**src/sv/ffba_pkg.sv**
```systemverilog
// Package for the first-fit block allocator: sizes, codes and the structs
// passed between the sequencer, the block table and the top level.
// Has no dependencies; every other file refers to it by scoped names.
package ffba_pkg;

   localparam int HEAP_BYTES   = 2048;
   localparam int HEADER_BYTES = 24;
   localparam int MAX_BLOCKS   = 64;

   localparam int ADDR_W = 11;
   localparam int SIZE_W = 12;
   localparam int IDX_W  = $clog2(MAX_BLOCKS);
   localparam int CNT_W  = IDX_W + 1;
   localparam int BUMP_W = 12;
   // Wide enough for bump offset plus header plus the largest request.
   localparam int SUM_W  = SIZE_W + 1;

   typedef enum logic [1:0] {
      STATUS_OK      = 2'd0,
      STATUS_NOSPACE = 2'd1,
      STATUS_BADFREE = 2'd2
   } status_type;

   typedef enum logic {
      CMD_ALLOC = 1'b0,
      CMD_FREE  = 1'b1
   } command_type;

   typedef struct packed {
      logic              en;
      logic [IDX_W-1:0]  idx;
      logic [ADDR_W-1:0] offset;
      logic [SIZE_W-1:0] size;
   } entry_wr_type;

   typedef struct packed {
      logic             en;
      logic [IDX_W-1:0] idx;
      logic             value;
   } flag_wr_type;

   typedef struct packed {
      logic              done;
      status_type        status;
      logic [ADDR_W-1:0] addr;
      logic [SIZE_W-1:0] size;
   } result_type;

endpackage

```
**src/sv/ffba_table.sv**
```systemverilog
// Block table: data offset and recorded size per block in one memory with a
// registered read port, plus a free flag per block in flip-flops.
// Depends on ffba_pkg.
module ffba_table (
   input  logic                       clock,
   input  logic                       reset,
   input  ffba_pkg::entry_wr_type     entry_wr,
   input  ffba_pkg::flag_wr_type      flag_wr,
   input  logic [ffba_pkg::IDX_W-1:0] rd_idx,
   output logic [ffba_pkg::ADDR_W-1:0] rd_offset,
   output logic [ffba_pkg::SIZE_W-1:0] rd_size,
   output logic                       rd_free
);

   localparam int WORD_W = ffba_pkg::ADDR_W + ffba_pkg::SIZE_W;

   logic [WORD_W-1:0]               mem [ffba_pkg::MAX_BLOCKS];
   logic [WORD_W-1:0]               rd_word_ff;
   logic [ffba_pkg::MAX_BLOCKS-1:0] free_ff;
   logic [ffba_pkg::MAX_BLOCKS-1:0] free_in;
   logic                            rd_free_ff;

   always_ff @(posedge clock) begin
      if (entry_wr.en) begin
         mem[entry_wr.idx] <= {entry_wr.offset, entry_wr.size};
      end
      rd_word_ff <= mem[rd_idx];
   end

   always_comb begin
      free_in = free_ff;
      if (flag_wr.en) begin
         free_in[flag_wr.idx] = flag_wr.value;
      end
   end

   always_ff @(posedge clock) begin
      if (reset) begin
         free_ff <= '0;
      end else begin
         free_ff <= free_in;
      end
      rd_free_ff <= free_ff[rd_idx];
   end

   assign rd_offset = rd_word_ff[WORD_W-1:ffba_pkg::SIZE_W];
   assign rd_size   = rd_word_ff[ffba_pkg::SIZE_W-1:0];
   assign rd_free   = rd_free_ff;

endmodule

```
**src/sv/ffba_seq.sv**
```systemverilog
// Sequencer of the allocator: scans the block table one entry per cycle
// through a single shared compare unit, then grants, frees or carves a block.
// Depends on ffba_pkg and drives the write ports of ffba_table.
module ffba_seq (
   input  logic                        clock,
   input  logic                        reset,
   input  logic                        start,
   output logic                        busy,
   input  logic                        req_command,
   input  logic [ffba_pkg::SIZE_W-1:0] req_request_size,
   input  logic [ffba_pkg::ADDR_W-1:0] req_block_address,
   output logic [ffba_pkg::IDX_W-1:0]  rd_idx,
   input  logic [ffba_pkg::ADDR_W-1:0] rd_offset,
   input  logic [ffba_pkg::SIZE_W-1:0] rd_size,
   input  logic                        rd_free,
   output ffba_pkg::entry_wr_type      entry_wr,
   output ffba_pkg::flag_wr_type       flag_wr,
   output ffba_pkg::result_type        result
);

   typedef enum logic [2:0] {
      ST_IDLE   = 3'b001,
      ST_SCAN   = 3'b010,
      ST_FINISH = 3'b100
   } state_type;

   state_type                   state_ff, state_in;
   ffba_pkg::command_type       cmd_ff, cmd_in;
   logic [ffba_pkg::SIZE_W-1:0] size_ff, size_in;
   logic [ffba_pkg::ADDR_W-1:0] addr_ff, addr_in;
   logic [ffba_pkg::CNT_W-1:0]  rd_idx_ff, rd_idx_in;
   logic                        pend_ff, pend_in;
   logic [ffba_pkg::CNT_W-1:0]  count_ff, count_in;
   logic [ffba_pkg::BUMP_W-1:0] bump_ff, bump_in;

   logic [ffba_pkg::SIZE_W-1:0] cmp_a;
   logic [ffba_pkg::SIZE_W-1:0] cmp_b;
   logic [ffba_pkg::SUM_W-1:0]  cmp_diff;
   logic                        cmp_ge;
   logic                        cmp_eq;
   logic                        hit;
   logic [ffba_pkg::CNT_W-1:0]  hit_idx;
   logic [ffba_pkg::SUM_W-1:0]  data_at;
   logic [ffba_pkg::SUM_W-1:0]  end_at;
   logic                        no_space;

   // Shared compare unit: size against request for an allocate, data offset
   // against the address for a free.
   always_comb begin
      if (cmd_ff == ffba_pkg::CMD_ALLOC) begin
         cmp_a = rd_size;
         cmp_b = size_ff;
      end else begin
         cmp_a = {1'b0, rd_offset};
         cmp_b = {1'b0, addr_ff};
      end
      cmp_diff = {1'b0, cmp_a} - {1'b0, cmp_b};
      cmp_ge   = !cmp_diff[ffba_pkg::SUM_W-1];
      cmp_eq   = (cmp_diff == '0);
      if (cmd_ff == ffba_pkg::CMD_ALLOC) begin
         hit = pend_ff && rd_free && cmp_ge;
      end else begin
         hit = pend_ff && !rd_free && cmp_eq;
      end
   end

   // The entry now at the compare unit was issued in the previous cycle.
   assign hit_idx = rd_idx_ff - 1'b1;

   assign data_at  = {1'b0, bump_ff} + ffba_pkg::SUM_W'(ffba_pkg::HEADER_BYTES);
   assign end_at   = data_at + {1'b0, size_ff};
   assign no_space = (count_ff >= ffba_pkg::CNT_W'(ffba_pkg::MAX_BLOCKS))
                  || (data_at >= ffba_pkg::SUM_W'(ffba_pkg::HEAP_BYTES))
                  || (end_at > ffba_pkg::SUM_W'(ffba_pkg::HEAP_BYTES));

   always_comb begin
      state_in  = state_ff;
      cmd_in    = cmd_ff;
      size_in   = size_ff;
      addr_in   = addr_ff;
      rd_idx_in = rd_idx_ff;
      pend_in   = pend_ff;
      count_in  = count_ff;
      bump_in   = bump_ff;
      entry_wr  = '0;
      flag_wr   = '0;
      result    = '0;
      unique case (state_ff)
         ST_IDLE: begin
            if (start) begin
               cmd_in    = ffba_pkg::command_type'(req_command);
               size_in   = req_request_size;
               addr_in   = req_block_address;
               rd_idx_in = '0;
               pend_in   = 1'b0;
               state_in  = (count_ff == '0) ? ST_FINISH : ST_SCAN;
            end
         end
         ST_SCAN: begin
            if (hit) begin
               flag_wr.en    = 1'b1;
               flag_wr.idx   = hit_idx[ffba_pkg::IDX_W-1:0];
               flag_wr.value = (cmd_ff == ffba_pkg::CMD_FREE);
               result.done   = 1'b1;
               result.status = ffba_pkg::STATUS_OK;
               result.addr   = rd_offset;
               result.size   = rd_size;
               pend_in       = 1'b0;
               state_in      = ST_IDLE;
            end else if (rd_idx_ff < count_ff) begin
               rd_idx_in = rd_idx_ff + 1'b1;
               pend_in   = 1'b1;
            end else begin
               pend_in  = 1'b0;
               state_in = ST_FINISH;
            end
         end
         ST_FINISH: begin
            result.done = 1'b1;
            if (cmd_ff == ffba_pkg::CMD_FREE) begin
               result.status = ffba_pkg::STATUS_BADFREE;
               result.addr   = addr_ff;
            end else if (no_space) begin
               result.status = ffba_pkg::STATUS_NOSPACE;
            end else begin
               entry_wr.en     = 1'b1;
               entry_wr.idx    = count_ff[ffba_pkg::IDX_W-1:0];
               entry_wr.offset = data_at[ffba_pkg::ADDR_W-1:0];
               entry_wr.size   = size_ff;
               flag_wr.en      = 1'b1;
               flag_wr.idx     = count_ff[ffba_pkg::IDX_W-1:0];
               flag_wr.value   = 1'b0;
               count_in        = count_ff + 1'b1;
               bump_in         = end_at[ffba_pkg::BUMP_W-1:0];
               result.status   = ffba_pkg::STATUS_OK;
               result.addr     = data_at[ffba_pkg::ADDR_W-1:0];
               result.size     = size_ff;
            end
            state_in = ST_IDLE;
         end
         default: begin
            state_in = ST_IDLE;
         end
      endcase
   end

   always_ff @(posedge clock) begin
      if (reset) begin
         state_ff <= ST_IDLE;
         pend_ff  <= 1'b0;
         count_ff <= '0;
         bump_ff  <= '0;
      end else begin
         state_ff <= state_in;
         pend_ff  <= pend_in;
         count_ff <= count_in;
         bump_ff  <= bump_in;
      end
      cmd_ff    <= cmd_in;
      size_ff   <= size_in;
      addr_ff   <= addr_in;
      rd_idx_ff <= rd_idx_in;
   end

   assign busy   = (state_ff != ST_IDLE);
   assign rd_idx = rd_idx_ff[ffba_pkg::IDX_W-1:0];

   // An accepted command always leaves the idle state.
   assert property (@(posedge clock) disable iff (reset) start && !busy |=> busy)
      else $error("accepted command did not make the sequencer busy");

   // The scan index never runs past the block count.
   assert property (@(posedge clock) disable iff (reset)
      state_ff == ST_SCAN |-> rd_idx_ff <= count_ff)
      else $error("scan index ran past the block count");

   // The table never holds more blocks than it has entries.
   assert property (@(posedge clock) disable iff (reset)
      count_ff <= ffba_pkg::CNT_W'(ffba_pkg::MAX_BLOCKS))
      else $error("block count exceeds table depth");

   // The bump pointer never runs past the heap.
   assert property (@(posedge clock) disable iff (reset)
      bump_ff <= ffba_pkg::BUMP_W'(ffba_pkg::HEAP_BYTES))
      else $error("bump pointer ran past the heap");

   // The block count only changes when a new block is carved.
   assert property (@(posedge clock) disable iff (reset)
      count_ff != $past(count_ff) && !$past(reset) |-> $past(entry_wr.en))
      else $error("block count changed without a table write");

endmodule

```
**src/sv/first_fit_block_allocator_top.sv**
```systemverilog
// First-fit block allocator. A command is taken when start is high and busy
// is low. An allocate scans the block table in address order, one entry per
// cycle through the single table read port, and reuses the first free block
// that is large enough; otherwise it carves header plus data from the bump
// pointer. A free scans for the in-use block with that data address. The
// result shows on the rsp_ ports for exactly one cycle, marked by rsp_valid,
// in the cycle in which busy falls; the receiver cannot stall it, and a new
// command may be given in that same cycle.
// Depends on ffba_pkg, ffba_table and ffba_seq.
module first_fit_block_allocator_top (
   input  logic                        clock,
   input  logic                        reset,
   input  logic                        start,
   output logic                        busy,
   input  logic                        req_command,
   input  logic [ffba_pkg::SIZE_W-1:0] req_request_size,
   input  logic [ffba_pkg::ADDR_W-1:0] req_block_address,
   output logic                        rsp_valid,
   output logic [1:0]                  rsp_status,
   output logic [ffba_pkg::ADDR_W-1:0] rsp_data_address,
   output logic [ffba_pkg::SIZE_W-1:0] rsp_granted_size
);

   logic [ffba_pkg::IDX_W-1:0]  rd_idx;
   logic [ffba_pkg::ADDR_W-1:0] rd_offset;
   logic [ffba_pkg::SIZE_W-1:0] rd_size;
   logic                        rd_free;
   ffba_pkg::entry_wr_type      entry_wr;
   ffba_pkg::flag_wr_type       flag_wr;
   ffba_pkg::result_type        result;

   logic                        rsp_valid_ff;
   logic [1:0]                  rsp_status_ff;
   logic [ffba_pkg::ADDR_W-1:0] rsp_addr_ff;
   logic [ffba_pkg::SIZE_W-1:0] rsp_size_ff;

   ffba_table u_table (
      .clock     (clock),
      .reset     (reset),
      .entry_wr  (entry_wr),
      .flag_wr   (flag_wr),
      .rd_idx    (rd_idx),
      .rd_offset (rd_offset),
      .rd_size   (rd_size),
      .rd_free   (rd_free)
   );

   ffba_seq u_seq (
      .clock             (clock),
      .reset             (reset),
      .start             (start),
      .busy              (busy),
      .req_command       (req_command),
      .req_request_size  (req_request_size),
      .req_block_address (req_block_address),
      .rd_idx            (rd_idx),
      .rd_offset         (rd_offset),
      .rd_size           (rd_size),
      .rd_free           (rd_free),
      .entry_wr          (entry_wr),
      .flag_wr           (flag_wr),
      .result            (result)
   );

   always_ff @(posedge clock) begin
      if (reset) begin
         rsp_valid_ff <= 1'b0;
      end else begin
         rsp_valid_ff <= result.done;
      end
      if (result.done) begin
         rsp_status_ff <= result.status;
         rsp_addr_ff   <= result.addr;
         rsp_size_ff   <= result.size;
      end
   end

   assign rsp_valid        = rsp_valid_ff;
   assign rsp_status       = rsp_status_ff;
   assign rsp_data_address = rsp_addr_ff;
   assign rsp_granted_size = rsp_size_ff;

endmodule
```
**config.mk**
```make
export PLATFORM = sky130hd
export DESIGN_NAME = first_fit_block_allocator_top
export DESIGN_NICKNAME = d
export VERILOG_FILES = /design/src/sv/ffba_pkg.sv /design/src/sv/ffba_table.sv /design/src/sv/ffba_seq.sv /design/src/sv/first_fit_block_allocator_top.sv
export SDC_FILE = /design/constraint.sdc
export NUM_CORES = 2
export LEC_CHECK = 0
export ABC_AREA = 1
export BUFFER_PORTS_ARGS = -buffer_cell sky130_fd_sc_hd__buf_2
export CAP_MARGIN = 30
export CORE_AREA = 3 3 442 401
export DETAILED_ROUTE_END_ITERATION = 10
export DIE_AREA = 0 0 445 404
export REMOVE_ABC_BUFFERS = 1
export SYNTH_ARGS = -nofsm -noshare
export SYNTH_HDL_FRONTEND = slang
export SYNTH_HIERARCHICAL = 1
export SYNTH_SLANG_ARGS = --single-unit
```
**constraint.sdc**
```tcl
create_clock -name clock -period 7 [get_ports clock]
set_input_delay 1.05 -clock clock [delete_from_list [all_inputs] [get_ports clock]]
set_output_delay 1.05 -clock clock [all_outputs]
set_load 0.02 [all_outputs]
```
==> impl_metrics.csv <==
group,metric,value,unit
sta,final.min_clock_period,6160,ps
synthesis,postSynthRegisterBits,1640,
cts,worstSkewPairLatency,800,ps
floorplan,die-height,404,um
synthesis,ys_warn_count,6,
floorplan,chipWidth,445,um
run_status,outcome,"finished clean",
setup_path,regToRegSetupSlack,840,ps
sta,slew_headroom,0.278,
setup_path,crit_path_end_kind,"flip-flop",
global_routing,gr-total-overflow,0,
detailed_routing,avgViaCountPerCell,5.45,
detailed_routing,drt_wl_total,198000,um
finish,synthToLayoutAreaGrowth,11.3,%
synthesis,synthMostInstantiatedCell,"sky130_fd_sc_hd__nand2_1",
setup_path,required,7650,ps
cts,tritoncts,"done",
place,port_buffers,53,
cts,numClockSinks,1640,
setup_path,cpMaxStageDelayCell,"sky130_fd_sc_hd__edfxtp_1",
detailed_routing,ant_nets,0,
setup_path,setup.worst_path.start_class,"flip-flop",
setup_path,worst_r2r_path_depth,24,
global_routing,globalRouteTotalUtil,0.216,
sta,setup_violations,0,
finish,postLayoutCellArea,76800,sq um
setup_path,path_cells,"inv_1 -> nand2_1 -> o21ai_0 -> ha_1 -> fa_1 -> inv_1 -> nand2_1 -> nand2_1 -> nand3_1 -> nand2_1 -> nand2_1 -> nand3_1 -> nand2_1 -> nor2_1 -> nand3_1 -> a21boi_0 -> nand2_1 -> buf_16 -> o22ai_2 -> inv_1 -> nor3_2 -> inv_1 -> o21ai_0 -> a21oi_1",
min_path,min_delay_path_depth,1,
floorplan,fp.coreArea,173000,sq um
synthesis,syn-instance-count,6233,
detailed_routing,drt-wirelength-per-cell,22.9,um
cts,clock_tree.buffer_depth,3,
sta,worst_pin_slew,1080,ps
synthesis,dominantRegCellSynth,"sky130_fd_sc_hd__edfxtp_1",
sta,final_min_period_over_clock_period,0.880,
finish,finish.net_count,6290,
place,gp_congestion,0.903,
synthesis,post_synth_num_cell_types,42,
pwr,power.density,302,nW/um^2
min_path,hold_path_startpoint,"req_request_size[11]",
cts,cts_hold_buffers,0,
synthesis,yosys.area.top_type,"sky130_fd_sc_hd__edfxtp_1",
synthesis,avgSynthCellArea,11.1,sq um
synthesis,synth_commonest_cells,"sky130_fd_sc_hd__nand2_1 (2141), sky130_fd_sc_hd__edfxtp_1 (1528), sky130_fd_sc_hd__nand3_1 (1404), sky130_fd_sc_hd__nor2_1 (163), sky130_fd_sc_hd__inv_1 (154)",
cts,cts_inserted_buffers,162,
global_routing,vias_in_the_first_global_route,43900,
place,numPlacedInstances,8337,
detailed_routing,vias,47100,
synthesis,post_synthesis_instance_area,69000,sq um
finish,filler_free_cell_count_of_the_finished_design,8640,
synthesis,synthTopCellsByArea,"sky130_fd_sc_hd__edfxtp_1 (66%), sky130_fd_sc_hd__nand2_1 (12%), sky130_fd_sc_hd__nand3_1 (10%)",
setup_path,timing.critical_path.from,"u_seq/cmd_ff$_DFFE_PP_",
cts,post-cts-setup-buffers,0,
synthesis,async_flop_share,0,
pwr,vdd.ir_drop.worst,0.208,mV
finish,n_fill_cell,15800,
global_routing,grt_max_degree,251,
min_path,hold_end,"u_seq/size_ff[11]$_DFFE_PP_",
global_routing,first_pass_grt_wire_length,293000,um
sta,max_freq,0.162,GHz
setup_path,critical_path.max_fanout,27,
synthesis,synth_seq_area_share,0.697,
floorplan,placement_rows,145,
floorplan,ioPinCount,54,
cts,cts_root_buffer,"sky130_fd_sc_hd__clkbuf_16",
pwr,leakage,28.5,nW
detailed_routing,drt_drc_violations_left,0,
finish,layout-drive-gt1-share,0.0876,
synthesis,synthDominantCellAreaShare,0.665,
sta,fin_skew,36.9,ps
sta,grt_setup_unrepaired,"false",
flow_run,max-cap-violations,0,
setup_path,worst-setup-path-type,"flip-flop to flip-flop",
setup_path,critical_path.most_common_cell,"sky130_fd_sc_hd__nand2_1",
cts,cts_resized,0,
synthesis,edff_count_synth,1528,
setup_path,cp_slowest_stage_delay,860,ps
place,hpwl,109000,um
cts,clock_tree.htree_level_count,4,
detailed_routing,drt_first_pass_iters,6,
floorplan,initial_core_util,0.399,
setup_path,timing.critical_path.arrival,6810,ps
cts,clock_transition_at_the_registers_of_the_reported_paths,60,ps
setup_path,crit-reg2reg-capture,"u_table/free_ff[26]$_SDFFE_PP0P_",
global_routing,initial_antenna_violation_count,9,
sta,timing_hold_violations_final,0,
min_path,holdCritPathClass,"input pin to flip-flop",
sta,slew_viol_final,0,
floorplan,die-area,180000,sq um
place,placed_area,71700,sq um
setup_path,crit-reg2reg-launch,"u_seq/cmd_ff$_DFFE_PP_",
detailed_routing,drt_first_iter_violations,5315,
cell usage in the layout (no fill, tap or decap), types with 4 or more instances in the layout:
cell type | synthesis | routed
sky130_fd_sc_hd__nand4_1 | 20 | 20
sky130_fd_sc_hd__nor2_4 | 0 | 24
sky130_fd_sc_hd__nor3_1 | 24 | 24
sky130_fd_sc_hd__nor4_2 | 0 | 8
sky130_fd_sc_hd__buf_2 | 153 | 53
sky130_fd_sc_hd__a21oi_2 | 7 | 7
sky130_fd_sc_hd__clkinvlp_4 | 0 | 4
sky130_fd_sc_hd__o21ai_0 | 82 | 82
sky130_fd_sc_hd__nor2_2 | 6 | 57
sky130_fd_sc_hd__nor2_1 | 163 | 88
sky130_fd_sc_hd__buf_16 | 0 | 4
sky130_fd_sc_hd__clkbuf_16 | 0 | 167
sky130_fd_sc_hd__clkbuf_1 | 99 | 41
sky130_fd_sc_hd__a21oi_1 | 90 | 90
sky130_fd_sc_hd__nand2_1 | 2141 | 2141
sky130_fd_sc_hd__clkinv_1 | 2 | 42
sky130_fd_sc_hd__o22ai_2 | 16 | 16
sky130_fd_sc_hd__bufinv_16 | 0 | 7
sky130_fd_sc_hd__inv_2 | 4 | 5
sky130_fd_sc_hd__edfxtp_1 | 1528 | 1528
sky130_fd_sc_hd__clkinv_2 | 0 | 26
sky130_fd_sc_hd__inv_1 | 154 | 151
sky130_fd_sc_hd__dfxtp_1 | 112 | 112
sky130_fd_sc_hd__buf_4 | 59 | 135
sky130_fd_sc_hd__nor3_2 | 8 | 8
sky130_fd_sc_hd__nand3_1 | 1404 | 1404
sky130_fd_sc_hd__buf_12 | 1 | 16
sky130_fd_sc_hd__xor2_1 | 20 | 20
sky130_fd_sc_hd__ha_1 | 36 | 36
where the power goes:
part | internal [mW] | switching [mW] | leakage (nW)
Sequential | 10.7 | 0.100 | 15.9
Combinational | 1.04 | 2.99 | 10.2
Clock | 4.66 | 3.71 | 2.46
Total | 16.4 | 6.80 | 28.5
final cells by class:
| type | count | area (sq um) | area share |
|---|---|---|---|
| clock buffer | 210 | 4360 | 0.0568 |
| timing repair buffer | 208 | 1710 | 0.0223 |
| sequential | 1640 | 48100 | 0.627 |
| clock inverter | 88 | 678 | 0.00883 |
| multi-input combinational | 4052 | 18400 | 0.240 |
| inverter | 161 | 638 | 0.00831 |
| antenna | 3 | 7.51 | 0.0000978 |
| tap | 2278 | 2850 | 0.0371 |
critical path: cells and delay by family (launching register included):
kind	cells	cell delay (ps)
AO/OA/AOI/OAI	5	1040
buffers and inverters	5	1490
AND/OR/NAND/NOR	12	1950
adder cells (fa/ha/maj)	2	690
flip-flops	1	860
worst max path at each step:
stage               cells after the start  slack, ps                                to
detailed placement                     24       1100  u_table/free_ff[26]$_SDFFE_PP0P_
finish                                 24        840  u_table/free_ff[26]$_SDFFE_PP0P_
global placement                       23        940  u_table/free_ff[26]$_SDFFE_PP0P_
global route                           24        400  u_table/free_ff[16]$_SDFFE_PP0P_
CTS                                    24       1090  u_table/free_ff[26]$_SDFFE_PP0P_
floorplan                               9     -21770    u_table/rd_word_ff[13]$_DFF_P_
cell families (layout without fill, tap and decap cells):
logic type,count (synthesis),count (layout),share of synthesized area
AOI/OAI and AO/OA,206,206,0.0175
other,0,3,0
and+or+nand+nor,3785,3785,0.234
adders and majority gates,38,38,0.00711
xor gates and xnor gates,23,23,0.00292
DFF,1640,1640,0.697
buffers and inverters,541,667,0.0408
sequential cells by signal (all words and copies together) (netlist names), 7 cells and up:
signal / cells
rsp_data_address: 11
u_seq/size_ff: 12
u_seq/bump_ff: 12
u_seq/addr_ff: 11
rsp_granted_size: 12
u_table/rd_word_ff: 23
u_table/mem: 1472
u_seq/rd_idx_ff: 7
u_seq/count_ff: 7
u_table/free_ff: 64
per-layer routing:
layer | vias up | global-route usage | wire (um)
li1 | 21700 | - | -
met1 | 23100 | 0.306 | 84200
met2 | 1972 | 0.334 | 89600
met3 | 315 | 0.0398 | 16600
met4 | 0 | 0.0791 | 7460
met5 | - | 0 | 0
metrics by stage:
stage                     utilization  hold WS, ps  setup slack [ps]  power, mW  setup TNS [ps]
after detailed placement        0.415          464              1100       15.0               0
after CTS                       0.444          362              1090       23.3               0
after floorplan                     -          444            -21770       13.8        -1124810
after global placement          0.414          458               940       15.0               0
final                           0.444          417               840       23.2               0
after global routing            0.444          383               404       24.1               0
(Power assumes the default switching activity.)
